$ cat config.mk
export PLATFORM = sky130hd
export DESIGN_NAME = top_k_rank_with_dedup_top
export DESIGN_NICKNAME = d
export VERILOG_FILES = /design/src/design/tkr_pkg.sv /design/src/design/tkr_cell.sv /design/src/design/top_k_rank_with_dedup_top.sv
export VERILOG_INCLUDE_DIRS = /design/src /design/src/design
export SDC_FILE = /design/constraint.sdc
export NUM_CORES = 2
export LEC_CHECK = 0
export BUFFER_PORTS_ARGS = -buffer_cell sky130_fd_sc_hd__buf_2
export CORE_UTILIZATION = 54
export CTS_BUF_LIST = sky130_fd_sc_hd__clkbuf_16
export CTS_CLUSTER_SIZE = 24
export DETAILED_ROUTE_END_ITERATION = 10
export GPL_ROUTABILITY_DRIVEN = 0
export PLACE_DENSITY_LB_ADDON = 0.3
export SLEW_MARGIN = 10
export SYNTH_ARGS = -nofsm -noshare
export SYNTH_HDL_FRONTEND = slang
export SYNTH_SLANG_ARGS = --single-unit
export TNS_END_PERCENT = 20
$ cat constraint.sdc
create_clock -name clk -period 16.2 [get_ports clk]
set_input_delay 0 -clock clk [delete_from_list [all_inputs] [get_ports clk]]
set_output_delay 0 -clock clk [all_outputs]
set_load 0.02 [all_outputs]
$ cat src/design/top_k_rank_with_dedup_top_defines.svh
// ----------------------------------------------------------------------------
// Top-k rank list assertion macros
// Shared concurrent assertion forms for the ranked list design.
// ----------------------------------------------------------------------------
`ifndef TOP_K_RANK_WITH_DEDUP_TOP_DEFINES_SVH
`define TOP_K_RANK_WITH_DEDUP_TOP_DEFINES_SVH

// same-cycle implication
`define TKR_ASSERT_IMP(label, clk, rst_n, ante, cons, msg) \
	label: assert property (@(posedge clk) disable iff (!rst_n) (ante) |-> (cons)) \
		else $error(msg);

// next-cycle implication
`define TKR_ASSERT_NXT(label, clk, rst_n, ante, cons, msg) \
	label: assert property (@(posedge clk) disable iff (!rst_n) (ante) |=> (cons)) \
		else $error(msg);

`endif

$ cat src/design/tkr_pkg.sv
// ----------------------------------------------------------------------------
// Top-k rank list package
// Sizes, codes and the control types shared by the cell row and the top level.
// ----------------------------------------------------------------------------
package tkr_pkg;

	localparam int MAX_ENTRIES = 8;
	localparam int VAL_W       = 32;
	localparam int CNT_W       = 4;
	localparam int IDX_W       = 3;
	localparam int ST_W        = 3;
	localparam int CFG_IDX_W   = 1;

	localparam logic [ST_W-1:0] ST_INSERTED  = 3'd0;
	localparam logic [ST_W-1:0] ST_DROPPED   = 3'd1;
	localparam logic [ST_W-1:0] ST_DUPLICATE = 3'd2;
	localparam logic [ST_W-1:0] ST_LIGHT     = 3'd3;
	localparam logic [ST_W-1:0] ST_DISABLED  = 3'd4;
	localparam logic [ST_W-1:0] ST_READ_OK   = 3'd5;
	localparam logic [ST_W-1:0] ST_BAD_INDEX = 3'd6;

	localparam logic ACT_OFFER = 1'b0;
	localparam logic ACT_READ  = 1'b1;

	localparam logic [CFG_IDX_W-1:0] CFG_CAPACITY  = 1'b0;
	localparam logic [CFG_IDX_W-1:0] CFG_TOLERANCE = 1'b1;

	localparam logic [CNT_W-1:0] CAP_RESET = 4'd2;

	// per-cell update command
	typedef struct packed {
		logic ld_new;
		logic ld_prev;
	} tkr_cell_ctrl_t;

	// per-cell compare result
	typedef struct packed {
		logic match;
		logic heavier;
	} tkr_cell_flag_t;

endpackage

$ cat src/design/tkr_cell.sv
// ----------------------------------------------------------------------------
// Top-k rank list cell
// Holds one (key, weight) entry, compares it against the offered pair and
// loads either the offered pair or its left neighbor's entry on command.
// ----------------------------------------------------------------------------
module tkr_cell (
	input  logic                                 clk,
	input  logic signed [tkr_pkg::VAL_W-1:0]     key_in,
	input  logic        [tkr_pkg::VAL_W-1:0]     wt_in,
	input  logic        [tkr_pkg::VAL_W-1:0]     tol,
	input  logic signed [tkr_pkg::VAL_W-1:0]     prev_key,
	input  logic        [tkr_pkg::VAL_W-1:0]     prev_wt,
	input  tkr_pkg::tkr_cell_ctrl_t              ctrl,
	output logic signed [tkr_pkg::VAL_W-1:0]     key_out,
	output logic        [tkr_pkg::VAL_W-1:0]     wt_out,
	output tkr_pkg::tkr_cell_flag_t              flag
);
	import tkr_pkg::*;

	logic signed [VAL_W-1:0] key_q;
	logic        [VAL_W-1:0] wt_q;
	logic signed [VAL_W:0]   diff;
	logic        [VAL_W-1:0] key_gap;

	// exact |key_q - key_in|, one guard bit so it cannot wrap
	assign diff = {key_q[VAL_W-1], key_q} - {key_in[VAL_W-1], key_in};
	assign key_gap = diff[VAL_W] ? VAL_W'(-diff) : diff[VAL_W-1:0];

	assign flag.match   = (key_gap <= tol);
	assign flag.heavier = (wt_q >= wt_in);

	always_ff @(posedge clk) begin
		if (ctrl.ld_new) begin
			key_q <= key_in;
			wt_q  <= wt_in;
		end else if (ctrl.ld_prev) begin
			key_q <= prev_key;
			wt_q  <= prev_wt;
		end
	end

	assign key_out = key_q;
	assign wt_out  = wt_q;

endmodule

$ cat src/design/top_k_rank_with_dedup_top.sv
// An accepted item waits in the item stage until it is decided; its result is then
// registered and shown from then on, until the result side takes it.
// Throughput: one item per cycle unless the result side stalls; the cell row compares
// every entry in parallel and shifts the list in the same cycle that the item is decided.
// Reset: entry count, capacity (2), tolerance (0) and valid flags clear at once;
// the entry cells are not cleared, entries at or above the count are never read.
// ----------------------------------------------------------------------------
// Top-k rank list with key de-duplication
// Bounded list of (key, weight) pairs kept heaviest first in a row of cells,
// with tolerance-based duplicate rejection and indexed reads.
// ----------------------------------------------------------------------------
`include "top_k_rank_with_dedup_top_defines.svh"

module top_k_rank_with_dedup_top (
	input  logic                                    clk,
	input  logic                                    arst_n,
	// configuration
	input  logic                                    cfg_valid,
	output logic                                    cfg_ready,
	input  logic [tkr_pkg::CFG_IDX_W-1:0]           cfg_index,
	input  logic [tkr_pkg::VAL_W-1:0]               cfg_data,
	// items
	input  logic                                    in_valid,
	output logic                                    in_ready,
	input  logic                                    action,
	input  logic signed [tkr_pkg::VAL_W-1:0]        key_value,
	input  logic        [tkr_pkg::VAL_W-1:0]        weight_value,
	input  logic [tkr_pkg::IDX_W-1:0]               read_index,
	// results
	output logic                                    out_valid,
	input  logic                                    out_ready,
	output logic [tkr_pkg::ST_W-1:0]                status,
	output logic [tkr_pkg::CNT_W-1:0]               position,
	output logic [tkr_pkg::CNT_W-1:0]               entry_count,
	output logic signed [tkr_pkg::VAL_W-1:0]        entry_key,
	output logic        [tkr_pkg::VAL_W-1:0]        entry_weight
);
	import tkr_pkg::*;

	// configuration and list state
	logic [CNT_W-1:0] capacity_q;
	logic [VAL_W-1:0] tol_q;
	logic [CNT_W-1:0] count_q;

	// item stage
	logic                    vld_s1;
	logic                    act_s1;
	logic signed [VAL_W-1:0] key_s1;
	logic        [VAL_W-1:0] wt_s1;
	logic [IDX_W-1:0]        ridx_s1;

	// result register
	logic                    out_valid_q;
	logic [ST_W-1:0]         status_q;
	logic [CNT_W-1:0]        position_q;
	logic [CNT_W-1:0]        entry_count_q;
	logic signed [VAL_W-1:0] entry_key_q;
	logic        [VAL_W-1:0] entry_weight_q;

	// cell row
	logic signed [VAL_W-1:0] cell_key [MAX_ENTRIES];
	logic        [VAL_W-1:0] cell_wt  [MAX_ENTRIES];
	tkr_cell_flag_t          cell_flag [MAX_ENTRIES];
	tkr_cell_ctrl_t          cell_ctrl [MAX_ENTRIES];
	logic [MAX_ENTRIES-1:0]  dup_vec;
	logic [MAX_ENTRIES-1:0]  hv_vec;

	// decision
	logic                    accept;
	logic                    commit;
	logic [CNT_W-1:0]        lim;
	logic [CNT_W-1:0]        last;
	logic [CNT_W-1:0]        dup_pos;
	logic [CNT_W-1:0]        ins_pos;
	logic                    do_ins;
	logic [ST_W-1:0]         st_nxt;
	logic [CNT_W-1:0]        pos_nxt;
	logic [CNT_W-1:0]        cnt_nxt;
	logic signed [VAL_W-1:0] okey;
	logic        [VAL_W-1:0] owt;

	assign cfg_ready = 1'b1;
	assign commit    = vld_s1 && (!out_valid_q || out_ready);
	assign in_ready  = !vld_s1 || commit;
	assign accept    = in_valid && in_ready;

	assign lim = (capacity_q > CNT_W'(MAX_ENTRIES)) ? CNT_W'(MAX_ENTRIES) : capacity_q;

	genvar g;
	generate
		for (g = 0; g < MAX_ENTRIES; g++) begin : g_cell
			logic signed [VAL_W-1:0] pk;
			logic        [VAL_W-1:0] pw;
			if (g == 0) begin : g_head
				assign pk = '0;
				assign pw = '0;
			end else begin : g_body
				assign pk = cell_key[g-1];
				assign pw = cell_wt[g-1];
			end

			tkr_cell u_cell (
				.clk      (clk),
				.key_in   (key_s1),
				.wt_in    (wt_s1),
				.tol      (tol_q),
				.prev_key (pk),
				.prev_wt  (pw),
				.ctrl     (cell_ctrl[g]),
				.key_out  (cell_key[g]),
				.wt_out   (cell_wt[g]),
				.flag     (cell_flag[g])
			);

			assign dup_vec[g] = (CNT_W'(g) < count_q) && cell_flag[g].match;
			assign hv_vec[g]  = (CNT_W'(g) < count_q) && cell_flag[g].heavier;
		end
	endgenerate

	// first matching key, and first entry lighter than the offer or else the first free slot
	always_comb begin
		dup_pos = '0;
		ins_pos = CNT_W'(MAX_ENTRIES);
		for (int i = MAX_ENTRIES - 1; i >= 0; i--) begin
			if (dup_vec[i]) begin
				dup_pos = CNT_W'(i);
			end
			if (!hv_vec[i]) begin
				ins_pos = CNT_W'(i);
			end
		end
	end

	always_comb begin
		st_nxt  = ST_DISABLED;
		pos_nxt = '0;
		cnt_nxt = count_q;
		okey    = '0;
		owt     = '0;
		do_ins  = 1'b0;
		last    = (count_q < lim) ? count_q : lim - 1'b1;
		if (act_s1 == ACT_READ) begin
			pos_nxt = {1'b0, ridx_s1};
			if ({1'b0, ridx_s1} < count_q) begin
				st_nxt = ST_READ_OK;
				okey   = cell_key[ridx_s1];
				owt    = cell_wt[ridx_s1];
			end else begin
				st_nxt = ST_BAD_INDEX;
			end
		end else if (lim == '0) begin
			st_nxt = ST_DISABLED;
		end else if (|dup_vec) begin
			st_nxt  = ST_DUPLICATE;
			pos_nxt = dup_pos;
		end else if (ins_pos >= lim) begin
			st_nxt  = ST_LIGHT;
			pos_nxt = ins_pos;
		end else begin
			do_ins  = 1'b1;
			pos_nxt = ins_pos;
			if (count_q < lim) begin
				st_nxt  = ST_INSERTED;
				cnt_nxt = count_q + 1'b1;
			end else begin
				st_nxt = ST_DROPPED;
			end
		end
	end

	always_comb begin
		for (int j = 0; j < MAX_ENTRIES; j++) begin
			cell_ctrl[j].ld_new  = commit && do_ins && (CNT_W'(j) == ins_pos);
			cell_ctrl[j].ld_prev = commit && do_ins && (CNT_W'(j) > ins_pos)
				&& (CNT_W'(j) <= last);
		end
	end

	always_ff @(posedge clk or negedge arst_n) begin
		if (!arst_n) begin
			capacity_q  <= CAP_RESET;
			tol_q       <= '0;
			count_q     <= '0;
			vld_s1      <= 1'b0;
			out_valid_q <= 1'b0;
		end else begin
			if (cfg_valid && cfg_ready) begin
				case (cfg_index)
					CFG_CAPACITY: begin
						capacity_q <= cfg_data[CNT_W-1:0];
					end
					CFG_TOLERANCE: begin
						tol_q <= cfg_data;
					end
					default: begin
					end
				endcase
			end
			if (cfg_valid && cfg_ready && cfg_index == CFG_CAPACITY) begin
				count_q <= '0;
			end else if (commit) begin
				count_q <= cnt_nxt;
			end
			if (accept) begin
				vld_s1 <= 1'b1;
			end else if (commit) begin
				vld_s1 <= 1'b0;
			end
			if (commit) begin
				out_valid_q <= 1'b1;
			end else if (out_ready) begin
				out_valid_q <= 1'b0;
			end
		end
	end

	always_ff @(posedge clk) begin
		if (accept) begin
			act_s1  <= action;
			key_s1  <= key_value;
			wt_s1   <= weight_value;
			ridx_s1 <= read_index;
		end
		if (commit) begin
			status_q       <= st_nxt;
			position_q     <= pos_nxt;
			entry_count_q  <= cnt_nxt;
			entry_key_q    <= okey;
			entry_weight_q <= owt;
		end
	end

	assign out_valid    = out_valid_q;
	assign status       = status_q;
	assign position     = position_q;
	assign entry_count  = entry_count_q;
	assign entry_key    = entry_key_q;
	assign entry_weight = entry_weight_q;

	`TKR_ASSERT_IMP(a_count_lim, clk, arst_n, 1'b1, count_q <= lim, "count above capacity")
	`TKR_ASSERT_NXT(a_ins_count, clk, arst_n, commit && st_nxt == ST_INSERTED, count_q == $past(count_q) + 1'b1, "insert did not grow count")
	`TKR_ASSERT_NXT(a_dup_hold, clk, arst_n, commit && st_nxt == ST_DUPLICATE && !cfg_valid, $stable(count_q), "duplicate changed count")
	`TKR_ASSERT_IMP(a_no_stage_loss, clk, arst_n, vld_s1 && out_valid_q && !out_ready, !in_ready && !commit, "item stage overwritten")

	generate
		for (g = 1; g < MAX_ENTRIES; g++) begin : g_order
			`TKR_ASSERT_IMP(a_sorted, clk, arst_n, CNT_W'(g) < count_q, cell_wt[g-1] >= cell_wt[g], "list out of weight order")
		end
	endgenerate

endmodule

==> metrics.csv <==
metric;value;unit
end_kind;flip-flop;
die_h;344.0;um
status;finished clean;
yosys_most_used_dff;edfxtp_1;
synth_fp_nets;6966;
synth-seq-cells;697;
fp-row-count;125;
cts_setup_buffers;0;
dieArea;118300;sq um
finClkSkew;50.55;ps
numCtsBuffers;84;
yosysSeqAreaShare;32.81;%
grt_pass1_vias;53300;
vias_per_cell;6.812;
final_common_cell;ha_1;
async_flop_share;6.026;%
fmax;0.08639;GHz
overflow;0;
worst_pin_slew;1401;ps
grt_max_degree;131;
p_per_area;94.18;nW/um^2
dr.pass1.iters;8;
die_x;344.0;um
irDropWorstVdd;104.9;uV
clk_pin_slew;60;ps
worstPathRequired;16520;ps
power;6.587;mW
cts_tree;built;
synth_edf_count;655;
ys_types;103;
drive_gt1_share;14.12;%
grt_util_all_layers;35.36;%
cts_resized;0;
grt_pass1_wl;315.4;mm
num-fill-cells;9527;
core_area;116000;sq um
tns;0;ps
cts_buffer_depth;3;
dp.cells;7635;
vias;54080;
drv_cap;0;
place_ws;4955;ps
hold_path_class;input port to flip-flop;
fin_ws;4624;ps
nNetsFinal;7250;
root_buffer;clkbuf_16;
dp_hpwl;158.0;mm
leakagePower;28.53;nW
cpMaxStageDelayCell;a2111oi_0;
rsz0062_at_grt;no;
antenna_cells;0;
drtAntennaViolNets;0;
port_buffers;182;
syn_area;63160;sq um
drt_iter0_markers;5205;
htreeDepth;3;
crit_arrival;11900;ps
clock_sinks;697;
postSynthAreaPerCell;10.42;sq um
antenna_found_initial;4;
syn2layout_area_growth;10.74;%
critPathKind;flip-flop to flip-flop;
maxSlewHeadroom;5.899;%
initial_core_util;54.42;%
crit_fanout;69;
layout_min_cycle_time;11580;ps
setup_viol;0;
mostFrequentLayoutCells;ha_1 (788), edfxtp_1 (655), a21oi_1 (392), nor2_1 (387), mux2_2 (320);
critPathLaunchType;flip-flop;
crit_path_max_incr_delay;1090;ps
wl_per_cell;26.92;um
insertion_delay;730;ps
yosysWarnings;0;
io-pin-count;184;
hold_viol_final;0;
slew_violations;0;
fin_crit_sh;71.46;%
synth_cells;6064;
drc_errors;0;
final_cell_count_no_fill;7939;
routed_wl;213.7;mm
## logic make-up (layout without fill, tap and decap cells)
logic type	after synthesis	count (layout)	synth area share, %
buf+inv	418	769	2.666
fa+ha+maj	796	796	15.86
compound gates	1571	1571	16.57
xor+xnor	402	402	5.598
simple gates	1480	1480	11.93
flops	697	697	32.81
mux	699	699	14.57
other cells	1	1	0.005937
## per-layer routing
metal	share of wire [%]	GRT usage [%]	wire length, um	up-vias
met2	46	58.55	99360	2924
li1	-	-	-	24110
met1	37	42.00	78970	26290
met3	9.3	6.978	19940	755
met4	7.2	22.69	15430	4
met5	0.010	0	22	-
## final cells by class
| type | count | area (sq um) | area share [%] |
|---|---|---|---|
| Clock inverter | 67 | 576.8 | 0.8247 |
| Tap cell | 1524 | 1907 | 2.726 |
| Sequential cell | 697 | 20720 | 29.63 |
| Multi-Input combinational cell | 4949 | 40870 | 58.44 |
| Clock buffer | 86 | 2152 | 3.077 |
| Timing Repair Buffer | 389 | 2855 | 4.082 |
| Inverter | 227 | 853.3 | 1.220 |
## synth_stat cells (all sizes together) (41+ instances only)
library cell	instances	share of area, %
o21a	74	0.88
a21o	287	3.4
xnor2	247	3.4
edfxtp	655	31
mux2	481	8.6
mux2i	90	1.4
dfrtp	41	1.6
inv	226	1.3
nand4	131	1.3
xor2	154	2.1
ha	788	16
nor2b	72	0.71
o31ai	51	0.61
nand3	104	0.82
nand2b	64	0.63
buf	58	0.53
a21oi	396	3.1
o211ai	41	0.52
a211oi	60	0.73
o21ai	299	2.4
clkbuf	133	0.79
mux4	128	4.6
nor2	389	2.3
a31oi	60	0.59
nor3	167	1.3
and2	58	0.58
and3	47	0.47
nand2	257	1.5
or3	43	0.43
## sequential cells by signal, summed over array words and instances (netlist names), 4 cells and up
register	flops
capacity_q	4
count_q	4
entry_count	4
entry_key	32
entry_weight	32
g_cell.u_cell.key_out	256
g_cell.u_cell.wt_out	256
key_s1	32
position	4
tol_q	32
wt_s1	32
## where the power goes
group	internal [mW]	switching (mW)	total (mW)	leakage (nW)
registers	2.11	0.109	2.22	6.55
logic	0.978	1.47	2.45	20.6
clock network	1.07	0.844	1.92	1.37
total	4.16	2.42	6.59	28.5
## worst max-delay path, delay by kind of cell, from the launching register on
kind                       cells  cell delay [ps]
AOI/OAI and AO/OA             12             4970
and+or+nand+nor                7             3140
buffers and inverters          3             1630
adders and majority gates      2              750
DFF                            1              510
xor gates and xnor gates       1              130
## path summary, 6_finish.rpt
kind                                    start                     endpoint  slack [ps]  cells past startpoint
worst max-delay path                key_s1[9]  g_cell[4].u_cell.wt_out[27]        4620                     25
max in group asynchronous              arst_n                   count_q[3]       14110                      4
min in group asynchronous              arst_n                capacity_q[1]         510                      3
worst min register to register         vld_s1                    out_valid         490                      1
worst min-delay path            key_value[21]                   key_s1[21]          20                      2
worst max register to register      key_s1[9]  g_cell[4].u_cell.wt_out[27]        4620                     25
## stage by stage
step / utilization, % / hold slack [ps] / cell area [sq um]
3_5_place_dp: 56.61 / 25.81 / 65700
5_1_grt: 60.27 / 14.56 / 69940
4_1_cts: 60.27 / 0.3438 / 69940
3_3_place_gp: 56.61 / 24.66 / 65700
2_1_floorplan: - / -295.6 / 63160
6_report: 60.27 / 17.77 / 69940
## what timing repair did
action,CTS,global route
hold buffers,151,0
endpoints found under the hold margin,180,0
endpoints found under the setup margin,0,0
Note: power is estimated with default switching activity, not from simulation.
